`src/rtl/core/msr_pkg.sv`:
```
`timescale 1ns / 1ps

package msr_pkg;

    localparam int LEVEL_W          = 16;
    localparam int TIME_W           = 16;
    localparam int WAIT_W           = 10;
    localparam int IO_CHANNELS      = 6;
    localparam int NUM_CHANNELS_DEF = 6;
    localparam int RAMP_STEPS_DEF   = 100;

    localparam logic [WAIT_W-1:0]  WAIT_MAX           = 10'd1023;
    localparam logic [LEVEL_W-1:0] FIRST_LIMIT_RESET  = 16'd1520;
    localparam logic [TIME_W-1:0]  DEFAULT_TIME_RESET = 16'd1000;

    typedef enum logic {
        MODE_TICK = 1'b0,
        MODE_CMD  = 1'b1
    } t_mode;

    typedef enum logic {
        CFG_FIRST_LIMIT  = 1'b0,
        CFG_DEFAULT_TIME = 1'b1
    } t_cfg_idx;

    // Per-lane update strobes, already qualified by the transaction advance.
    typedef struct packed {
        logic load;
        logic advance;
        logic settle;
    } t_lane_ctrl;

endpackage

```
`src/rtl/core/msr_lane.sv`:
```
`timescale 1ns / 1ps

module msr_lane #(
    parameter int RAMP_STEPS = msr_pkg::RAMP_STEPS_DEF
) (
    input  logic                        i_clk,
    input  logic                        i_rst_n,
    input  msr_pkg::t_lane_ctrl         i_ctrl,
    input  logic [msr_pkg::LEVEL_W-1:0] i_goal,
    output logic [msr_pkg::LEVEL_W-1:0] o_level
);

    localparam int LEVEL_W   = msr_pkg::LEVEL_W;
    localparam int STEP_W    = $clog2((2 ** LEVEL_W - 1) / RAMP_STEPS + 1) + 1;
    localparam int DIV_SHIFT = LEVEL_W + $clog2(RAMP_STEPS);
    localparam int RECIP_W   = LEVEL_W + 2;
    localparam int PROD_W    = LEVEL_W + RECIP_W;
    localparam logic [RECIP_W-1:0] RECIP =
        RECIP_W'(((64'd1 << DIV_SHIFT) + RAMP_STEPS - 1) / RAMP_STEPS);

    logic [LEVEL_W-1:0]       r_level;
    logic [LEVEL_W-1:0]       n_level;
    logic [LEVEL_W-1:0]       r_target;
    logic signed [STEP_W-1:0] r_step;

    logic signed [LEVEL_W:0]  w_diff;
    logic                     w_neg;
    logic [LEVEL_W-1:0]       w_mag;
    logic [PROD_W-1:0]        w_prod;
    logic [PROD_W-1:0]        w_quot;
    logic [STEP_W-1:0]        w_q_ext;
    logic signed [STEP_W-1:0] w_step_new;
    logic signed [LEVEL_W:0]  w_new_ext;
    logic signed [LEVEL_W:0]  w_old_ext;

    // Truncating division by the step count through an exact reciprocal.
    always_comb begin
        w_diff     = $signed({1'b0, i_goal}) - $signed({1'b0, r_level});
        w_neg      = w_diff[LEVEL_W];
        w_mag      = w_neg ? LEVEL_W'(-w_diff) : w_diff[LEVEL_W-1:0];
        w_prod     = PROD_W'(w_mag) * PROD_W'(RECIP);
        w_quot     = w_prod >> DIV_SHIFT;
        w_q_ext    = {1'b0, w_quot[STEP_W-2:0]};
        w_step_new = w_neg ? $signed(~w_q_ext + STEP_W'(1)) : $signed(w_q_ext);
        w_new_ext  = (LEVEL_W + 1)'(w_step_new);
        w_old_ext  = (LEVEL_W + 1)'(r_step);
    end

    always_comb begin
        n_level = r_level;
        priority if (i_ctrl.load) begin
            if (i_ctrl.settle) begin
                n_level = i_goal;
            end else begin
                n_level = r_level + w_new_ext[LEVEL_W-1:0];
            end
        end else if (i_ctrl.advance) begin
            n_level = r_level + w_old_ext[LEVEL_W-1:0];
        end else if (i_ctrl.settle) begin
            n_level = r_target;
        end
    end

    always_ff @(posedge i_clk) begin
        if (!i_rst_n) begin
            r_level  <= '0;
            r_target <= '0;
            r_step   <= '0;
        end else begin
            r_level <= n_level;
            if (i_ctrl.load) begin
                r_target <= i_goal;
                r_step   <= w_step_new;
            end
        end
    end

    assign o_level = r_level;

endmodule

```
`src/rtl/core/multi_servo_linear_ramp_unit.sv`:
```
`timescale 1ns / 1ps

// Servo position ramp generator for NUM_CHANNELS channels, six on the ports.
// Input channel: i_valid/o_stall carries one transaction per item. A tick
// (mode 0) advances a running ramp; a command (mode 1) loads new goals and a
// move time when idle and goal 0 is nonzero, and is dropped otherwise.
// Output channel: o_valid/i_stall carries exactly one result per item with
// the channel levels, the ramp status and whether the command was taken.
// Configuration: i_cfg_valid/o_cfg_ready writes the goal-0 limit (index 0)
// or the default move time (index 1); it is always ready and must be used
// only while no item is in flight.
// A result is registered when its item leaves the input register, which
// feeds a single pass of reciprocal division and adds into the state and
// result registers. Throughput is one item per cycle unless stalled.
// While the receiver stalls a full result, the item in the input register
// waits and o_stall rises, so at most two items are held.
// Reset (synchronous, active low) clears all levels, steps and goals, stops
// any ramp and restores the register defaults of 1520 and 1000.
module multi_servo_linear_ramp_unit #(
    parameter int NUM_CHANNELS = msr_pkg::NUM_CHANNELS_DEF,
    parameter int RAMP_STEPS   = msr_pkg::RAMP_STEPS_DEF
) (
    input  logic                        i_clk,
    input  logic                        i_rst_n,
    input  logic                        i_valid,
    output logic                        o_stall,
    input  logic                        i_mode,
    input  logic [msr_pkg::LEVEL_W-1:0] i_goal_ch0,
    input  logic [msr_pkg::LEVEL_W-1:0] i_goal_ch1,
    input  logic [msr_pkg::LEVEL_W-1:0] i_goal_ch2,
    input  logic [msr_pkg::LEVEL_W-1:0] i_goal_ch3,
    input  logic [msr_pkg::LEVEL_W-1:0] i_goal_ch4,
    input  logic [msr_pkg::LEVEL_W-1:0] i_goal_ch5,
    input  logic [msr_pkg::TIME_W-1:0]  i_move_time,
    output logic                        o_valid,
    input  logic                        i_stall,
    output logic [msr_pkg::LEVEL_W-1:0] o_level_ch0,
    output logic [msr_pkg::LEVEL_W-1:0] o_level_ch1,
    output logic [msr_pkg::LEVEL_W-1:0] o_level_ch2,
    output logic [msr_pkg::LEVEL_W-1:0] o_level_ch3,
    output logic [msr_pkg::LEVEL_W-1:0] o_level_ch4,
    output logic [msr_pkg::LEVEL_W-1:0] o_level_ch5,
    output logic                        o_ramp_active,
    output logic                        o_command_taken,
    input  logic                        i_cfg_valid,
    output logic                        o_cfg_ready,
    input  logic                        i_cfg_index,
    input  logic [msr_pkg::LEVEL_W-1:0] i_cfg_data
);

    localparam int LEVEL_W   = msr_pkg::LEVEL_W;
    localparam int TIME_W    = msr_pkg::TIME_W;
    localparam int WAIT_W    = msr_pkg::WAIT_W;
    localparam int IO_CH     = msr_pkg::IO_CHANNELS;
    localparam int STEPS_W   = $clog2(RAMP_STEPS + 1);
    localparam int DIV_SHIFT = TIME_W + $clog2(RAMP_STEPS);
    localparam int RECIP_W   = TIME_W + 2;
    localparam int PROD_W    = TIME_W + RECIP_W;
    localparam logic [RECIP_W-1:0] RECIP =
        RECIP_W'(((64'd1 << DIV_SHIFT) + RAMP_STEPS - 1) / RAMP_STEPS);
    localparam logic [STEPS_W-1:0] LAST_STEP = STEPS_W'(RAMP_STEPS);

    // Configuration registers.
    logic [LEVEL_W-1:0] r_first_limit;
    logic [TIME_W-1:0]  r_default_time;

    // Input register.
    logic               r_in_valid;
    msr_pkg::t_mode     r_in_mode;
    logic [LEVEL_W-1:0] r_in_goal [IO_CH];
    logic [TIME_W-1:0]  r_in_time;

    // Ramp sequencing state and result flags.
    logic [STEPS_W-1:0] r_steps_done;
    logic [STEPS_W-1:0] n_steps_done;
    logic [WAIT_W-1:0]  r_wait_left;
    logic [WAIT_W-1:0]  n_wait_left;
    logic [WAIT_W-1:0]  r_wait_period;
    logic [WAIT_W-1:0]  n_wait_period;
    logic               r_running;
    logic               n_running;
    logic               r_taken;
    logic               r_out_valid;

    logic               w_proc;
    logic               w_is_cmd;
    logic               w_take;
    logic               w_tick;
    logic [TIME_W-1:0]  w_time;
    logic [PROD_W-1:0]  w_prod;
    logic [PROD_W-1:0]  w_quot;
    logic [WAIT_W-1:0]  w_per;
    logic               w_per_zero;
    logic [WAIT_W-1:0]  w_wait_dec;
    logic               w_expire;
    logic               w_more;
    logic [LEVEL_W-1:0] w_goal0;
    logic [LEVEL_W-1:0] w_port_goal [IO_CH];
    logic [LEVEL_W-1:0] w_level [NUM_CHANNELS];
    logic [LEVEL_W-1:0] w_out_level [IO_CH];
    msr_pkg::t_lane_ctrl w_ctrl;

    assign w_port_goal[0] = i_goal_ch0;
    assign w_port_goal[1] = i_goal_ch1;
    assign w_port_goal[2] = i_goal_ch2;
    assign w_port_goal[3] = i_goal_ch3;
    assign w_port_goal[4] = i_goal_ch4;
    assign w_port_goal[5] = i_goal_ch5;

    assign o_cfg_ready = 1'b1;

    always_ff @(posedge i_clk) begin
        if (!i_rst_n) begin
            r_first_limit  <= msr_pkg::FIRST_LIMIT_RESET;
            r_default_time <= msr_pkg::DEFAULT_TIME_RESET;
        end else if (i_cfg_valid) begin
            unique case (msr_pkg::t_cfg_idx'(i_cfg_index))
                msr_pkg::CFG_FIRST_LIMIT: begin
                    r_first_limit <= i_cfg_data;
                end
                msr_pkg::CFG_DEFAULT_TIME: begin
                    r_default_time <= i_cfg_data;
                end
                default: begin
                    r_first_limit <= r_first_limit;
                end
            endcase
        end
    end

    assign w_proc  = r_in_valid && (!r_out_valid || !i_stall);
    assign o_stall = r_in_valid && r_out_valid && i_stall;

    always_ff @(posedge i_clk) begin
        if (!i_rst_n) begin
            r_in_valid <= 1'b0;
        end else if (!o_stall) begin
            r_in_valid <= i_valid;
        end
    end

    always_ff @(posedge i_clk) begin
        if (i_valid && !o_stall) begin
            r_in_mode <= msr_pkg::t_mode'(i_mode);
            r_in_time <= i_move_time;
            for (int c = 0; c < IO_CH; c++) begin
                r_in_goal[c] <= w_port_goal[c];
            end
        end
    end

    always_comb begin
        w_is_cmd   = (r_in_mode == msr_pkg::MODE_CMD);
        w_take     = w_proc && w_is_cmd && !r_running && (r_in_goal[0] != '0);
        w_tick     = w_proc && !w_is_cmd && r_running;
        w_time     = (r_in_time == '0) ? r_default_time : r_in_time;
        w_prod     = PROD_W'(w_time) * PROD_W'(RECIP);
        w_quot     = w_prod >> DIV_SHIFT;
        w_per      = (w_quot > PROD_W'(msr_pkg::WAIT_MAX)) ? msr_pkg::WAIT_MAX
                                                            : w_quot[WAIT_W-1:0];
        w_per_zero = (w_per == '0);
        w_goal0    = (r_in_goal[0] > r_first_limit) ? r_first_limit : r_in_goal[0];
        w_wait_dec = (r_wait_left != '0) ? r_wait_left - WAIT_W'(1) : r_wait_left;
        w_expire   = (w_wait_dec == '0);
        w_more     = (r_steps_done < LAST_STEP);
    end

    always_comb begin
        w_ctrl.load    = w_take;
        w_ctrl.advance = (w_take && !w_per_zero) || (w_tick && w_expire && w_more);
        w_ctrl.settle  = (w_take && w_per_zero) || (w_tick && w_expire && !w_more);

        n_steps_done  = r_steps_done;
        n_wait_left   = r_wait_left;
        n_wait_period = r_wait_period;
        n_running     = r_running;
        priority if (w_take) begin
            n_wait_period = w_per;
            n_wait_left   = w_per;
            n_steps_done  = w_per_zero ? STEPS_W'(0) : STEPS_W'(1);
            n_running     = !w_per_zero;
        end else if (w_tick) begin
            if (w_expire && w_more) begin
                n_steps_done = r_steps_done + STEPS_W'(1);
                n_wait_left  = r_wait_period;
            end else begin
                n_wait_left = w_wait_dec;
                if (w_expire) begin
                    n_running = 1'b0;
                end
            end
        end
    end

    always_ff @(posedge i_clk) begin
        if (!i_rst_n) begin
            r_steps_done  <= '0;
            r_wait_left   <= '0;
            r_wait_period <= '0;
            r_running     <= 1'b0;
            r_taken       <= 1'b0;
            r_out_valid   <= 1'b0;
        end else begin
            r_steps_done  <= n_steps_done;
            r_wait_left   <= n_wait_left;
            r_wait_period <= n_wait_period;
            r_running     <= n_running;
            if (w_proc) begin
                r_taken     <= w_take;
                r_out_valid <= 1'b1;
            end else if (!i_stall) begin
                r_out_valid <= 1'b0;
            end
        end
    end

    for (genvar gc = 0; gc < NUM_CHANNELS; gc++) begin : g_lane
        logic [LEVEL_W-1:0] w_goal;
        if (gc == 0) begin : g_first
            assign w_goal = w_goal0;
        end else if (gc < IO_CH) begin : g_port
            assign w_goal = r_in_goal[gc];
        end else begin : g_extra
            assign w_goal = '0;
        end

        msr_lane #(
            .RAMP_STEPS (RAMP_STEPS)
        ) u_lane (
            .i_clk   (i_clk),
            .i_rst_n (i_rst_n),
            .i_ctrl  (w_ctrl),
            .i_goal  (w_goal),
            .o_level (w_level[gc])
        );
    end

    for (genvar go = 0; go < IO_CH; go++) begin : g_out
        if (go < NUM_CHANNELS) begin : g_used
            assign w_out_level[go] = w_level[go];
        end else begin : g_unused
            assign w_out_level[go] = '0;
        end
    end

    assign o_valid         = r_out_valid;
    assign o_level_ch0     = w_out_level[0];
    assign o_level_ch1     = w_out_level[1];
    assign o_level_ch2     = w_out_level[2];
    assign o_level_ch3     = w_out_level[3];
    assign o_level_ch4     = w_out_level[4];
    assign o_level_ch5     = w_out_level[5];
    assign o_ramp_active   = r_running;
    assign o_command_taken = r_taken;

`ifndef SYNTHESIS
    a_stall_only_when_full : assert property (@(posedge i_clk) disable iff (!i_rst_n)
        o_stall |-> o_valid)
        else $error("input stalled while the result register is empty");

    a_idle_no_wait : assert property (@(posedge i_clk) disable iff (!i_rst_n)
        !r_running |-> (r_wait_left == '0))
        else $error("wait counter left nonzero while idle");

    a_running_wait : assert property (@(posedge i_clk) disable iff (!i_rst_n)
        r_running |-> (r_wait_left != '0) && (r_wait_left <= r_wait_period))
        else $error("wait counter out of range during a ramp");

    a_running_steps : assert property (@(posedge i_clk) disable iff (!i_rst_n)
        r_running |-> (r_steps_done != '0) && (r_steps_done <= LAST_STEP))
        else $error("step count out of range during a ramp");

    a_taken_from_idle : assert property (@(posedge i_clk) disable iff (!i_rst_n)
        w_take |=> r_taken && o_valid)
        else $error("taken command not reported in the next result");
`endif

endmodule
```
`config.mk`:
```
export PLATFORM = sky130hd
export DESIGN_NAME = multi_servo_linear_ramp_unit
export DESIGN_NICKNAME = d
export VERILOG_FILES = /design/src/rtl/core/msr_pkg.sv /design/src/rtl/core/msr_lane.sv /design/src/rtl/core/multi_servo_linear_ramp_unit.sv
export SDC_FILE = /design/constraint.sdc
export NUM_CORES = 2
export LEC_CHECK = 0
export BUFFER_PORTS_ARGS = -buffer_cell sky130_fd_sc_hd__buf_4
export CAP_MARGIN = 20
export CORE_MARGIN = 3
export CORE_UTILIZATION = 37
export DETAILED_ROUTE_END_ITERATION = 10
export PLACE_DENSITY_LB_ADDON = 0.3
export REMOVE_ABC_BUFFERS = 1
export SYNTH_ARGS = -nofsm -noshare
export SYNTH_HDL_FRONTEND = slang
export SYNTH_SLANG_ARGS = --single-unit
```
`constraint.sdc`:
```
create_clock -name i_clk -period 12.5 [get_ports i_clk]
set_clock_uncertainty 0.05 [all_clocks]
set_input_delay 0.625 -clock i_clk [delete_from_list [all_inputs] [get_ports i_clk]]
set_output_delay 0.625 -clock i_clk [all_outputs]
set_load 0.005 [all_outputs]
```
==> impl_metrics.py <==
metrics = {
    "worst_setup_path": {
        "reg2reg_depth": 55,
        "crit_required_ns": 13.00,
        "path_class": "reg -> reg",
        "critPathMaxFanout": 5,
        "endpoint_kind": "flip-flop",
        "critPathSlowestCell": "fa_1",
        "cp-start-kind": "flip-flop",
        "worst_ep_arrival_time_ns": 13.00,
        "cpPeakStageDelay_ns": 0.54,
        "r2r_setup_slack_ns": 0.006,
        "crit_path_frequent_cell": "fa_1",
    },
    "run": {
        "cap_violations": 0,
    },
    "cells_and_area": {
        "regArea_um2": 9820,
        "utilization": 0.439,
        "drive_gt1_frac": 0.147,
        "multi_input_area_um2": 54500,
        "syn2layout_area_growth_pct": 17.6,
        "filler_cell_count": 18200,
        "nNetsFinal": 10600,
    },
    "floorplan": {
        "die_area_um2": 191000,
        "row_count": 157,
        "die_w_um": 437,
        "io_pins": 236,
        "fp.dieH_um": 437,
        "core_area_um2": 184000,
        "start_util": 0.374,
    },
    "clocking": {
        "cts_sinks": 434,
        "cts_root_buf": "clkbuf_16",
        "clkLatencyLatePin_ns": 0.68,
        "htree_levels": 2,
        "postCtsHoldBufs": 0,
        "clockBufferDepth": 3,
        "cts_tree": "yes",
        "cts_buffers": 55,
        "clk_pin_slew_worst_paths_ns": 0.06,
    },
    "place": {
        "gp_routability_congestion": 0.949,
        "io_buffers": 234,
        "hpwl_um": 176000,
    },
    "detailed_routing": {
        "firstDrtPassIters": 6,
        "antenna_left": 0,
        "remaining_drc_errors": 0,
        "vias": 57400,
        "vias_per_cell": 5.19,
        "drt_iter0_markers": 3257,
        "postRouteWirelength_um": 214000,
        "avgRoutedWirePerCell_um": 19.4,
    },
    "logic_synthesis": {
        "synth_edf_count": 113,
        "synth_seq_cells": 434,
        "syn_inst": 7872,
        "syn_avg_cell_area_um2": 8.73,
        "yosysUniqueCellTypes": 96,
        "yosysWarnings": 0,
        "async_flop_share": 0,
        "ys.flop_type": "dfxtp_1",
        "ys_seq_area_frac": 0.143,
        "syn_area_um2": 68700,
    },
    "min_path": {
        "hold_depth": 1,
        "hold_class": "in -> reg",
    },
    "sta": {
        "clock.fmax_mhz": 80.0,
        "setup_viol": 0,
        "finalCritPeriodShare": 1.00,
        "hold_viol_final": 0,
        "drv_slew": 0,
        "rsz0062_at_grt": "true",
        "tightest_slew_ns": 1.05,
        "maxSlewHeadroom": 0.298,
        "timing.final.crit_period_ns": 12.49,
    },
    "grt": {
        "overflow": 0,
        "grt_first_pass_wirelength_um": 333000,
        "grt_pass1_vias": 58500,
        "antenna_found_initial": 11,
        "grt_max_degree": 146,
        "grtUsageTotal": 0.220,
    },
    "run_status": {
        "status": "completed",
    },
}
-- metrics by stage --
stage / hold slack (ns) / worst slack [ns] / setup TNS, ns / instances / area [um2]
3_5_place_dp: 0.397 / -0.797 / -4.50 / 10900 / 76600
2_1_floorplan: 0.382 / -6.35 / -414.74 / 7683 / 67900
3_3_place_gp: 0.391 / -0.697 / -3.18 / 10900 / 76600
4_1_cts: 0.0223 / -0.0315 / -0.0451 / 11000 / 79100
6_report: 0.0694 / 0.00573 / 0 / 11000 / 80800
5_1_grt: 0.0347 / -0.462 / -2.50 / 11000 / 80800
-- path summary, 6_finish.rpt --
path	endpoint	from
setup / recovery	g_lane[0].u_lane.o_level[15]$_SDFFE_PN0P_	r_in_goal[0][9]$_DFFE_PP_
hold / removal	r_in_goal[2][12]$_DFFE_PP_	i_goal_ch2[12]
setup reg to reg	g_lane[0].u_lane.o_level[15]$_SDFFE_PN0P_	r_in_goal[0][9]$_DFFE_PP_
hold reg to reg	g_lane[1].u_lane.r_target[8]$_SDFFE_PN0P_	g_lane[1].u_lane.r_target[8]$_SDFFE_PN0P_
-- layout make-up --
type,instances,share of cell area
Clock buffer,72,0.0199
Antenna cell,6,0.000186
Tap cell,2464,0.0382
Sequential cell,434,0.122
Multi-Input combinational cell,5835,0.675
Clock inverter,32,0.00460
Inverter,1414,0.0658
Timing Repair Buffer,791,0.0745
-- layout by cell type (no fill, tap or decap), types with 150 or more instances in the layout --
master,instances
nor2_1,443
fa_1,682
xnor2_1,235
ha_1,1227
a21oi_1,532
inv_1,1404
o21ai_0,234
buf_4,781
a21o_1,181
xor2_1,150
dfxtp_1,321
nand2_1,633
-- flip-flops by register name, indices dropped and copies added (netlist names) --
register                count
r_wait_left                10
g_lane.u_lane.r_step       66
o_command_taken             1
r_first_limit              16
g_lane.u_lane.o_level      96
r_in_goal                  96
r_in_time                  16
o_valid                     1
g_lane.u_lane.r_target     96
r_default_time             16
r_in_valid                  1
r_steps_done                7
r_wait_period              10
r_in_mode                   1
o_ramp_active               1
-- per-layer routing --
layer  global-route usage  vias to the layer above  wire, um
met4               0.0919                        4     10300
met1                0.286                    28000     94500
li1                     -                    27900         -
met3               0.0272                      333      8860
met5                    0                        -        27
met2                0.367                     1149    101000
-- cells in the mapped netlist, types with 14 or more instances --
master,instances,share of area
o21a_1,37,0.0040
or2_2,31,0.0028
a31oi_1,63,0.0057
o311ai_0,18,0.0023
dfxtp_1,321,0.094
o211ai_1,62,0.0068
a2111oi_2,16,0.0035
buf_1,15,0.00082
nand2_1,636,0.035
o22ai_1,15,0.0014
nor2_1,456,0.025
clkbuf_1,149,0.0081
a211o_1,14,0.0018
ha_1,1247,0.23
inv_1,1413,0.077
a211oi_1,96,0.010
and2_1,27,0.0025
xor2_1,165,0.021
mux2i_1,20,0.0029
a21oi_1,572,0.042
and3_1,48,0.0044
nand3_1,104,0.0076
o41ai_1,20,0.0025
nor2b_1,60,0.0055
o31ai_1,36,0.0039
buf_2,18,0.0013
nor3_1,157,0.011
a22o_1,15,0.0019
nand4_1,46,0.0042
o21ai_0,267,0.019
nor4_1,28,0.0025
nand2b_1,51,0.0046
or3_1,41,0.0037
fa_1,707,0.21
a21boi_0,16,0.0017
a21o_1,182,0.020
edfxtp_1,113,0.049
o21bai_1,41,0.0045
xnor2_1,272,0.035
-- critical path: cells and delay by family (launching register included) --
family / cells / cell delay [ns]
adders and majority gates: 10 / 4.17
AOI/OAI and AO/OA: 19 / 3.26
and+or+nand+nor: 14 / 2.66
xor gates and xnor gates: 5 / 0.87
buffers and inverters: 6 / 0.66
DFF: 1 / 0.44
muxes: 1 / 0.24
-- repair_timing --
action,in CTS,in global routing
setup endpoints to repair,17,49
resized for setup,77,270
hold endpoints to repair,0,0
buffers inserted,18,40
pin swaps,39,142
cloned,0,0
-- logic make-up (layout without fill, tap and decap cells) --
group | Yosys count | count (layout) | synth area share
flip-flops | 434 | 434 | 0.143
AND/OR/NAND/NOR | 1763 | 1763 | 0.119
adder cells (fa/ha/maj) | 1954 | 1954 | 0.433
XOR/XNOR | 437 | 437 | 0.0557
AO/OA/AOI/OAI | 1650 | 1650 | 0.157
buffers and inverters | 1603 | 2309 | 0.0885
multiplexers | 30 | 30 | 0.00455
other | 1 | 7 | 0.0000546
Power is not shown: default switching activity piles up to over one toggle a cycle in this logic, so the estimate is an artifact.
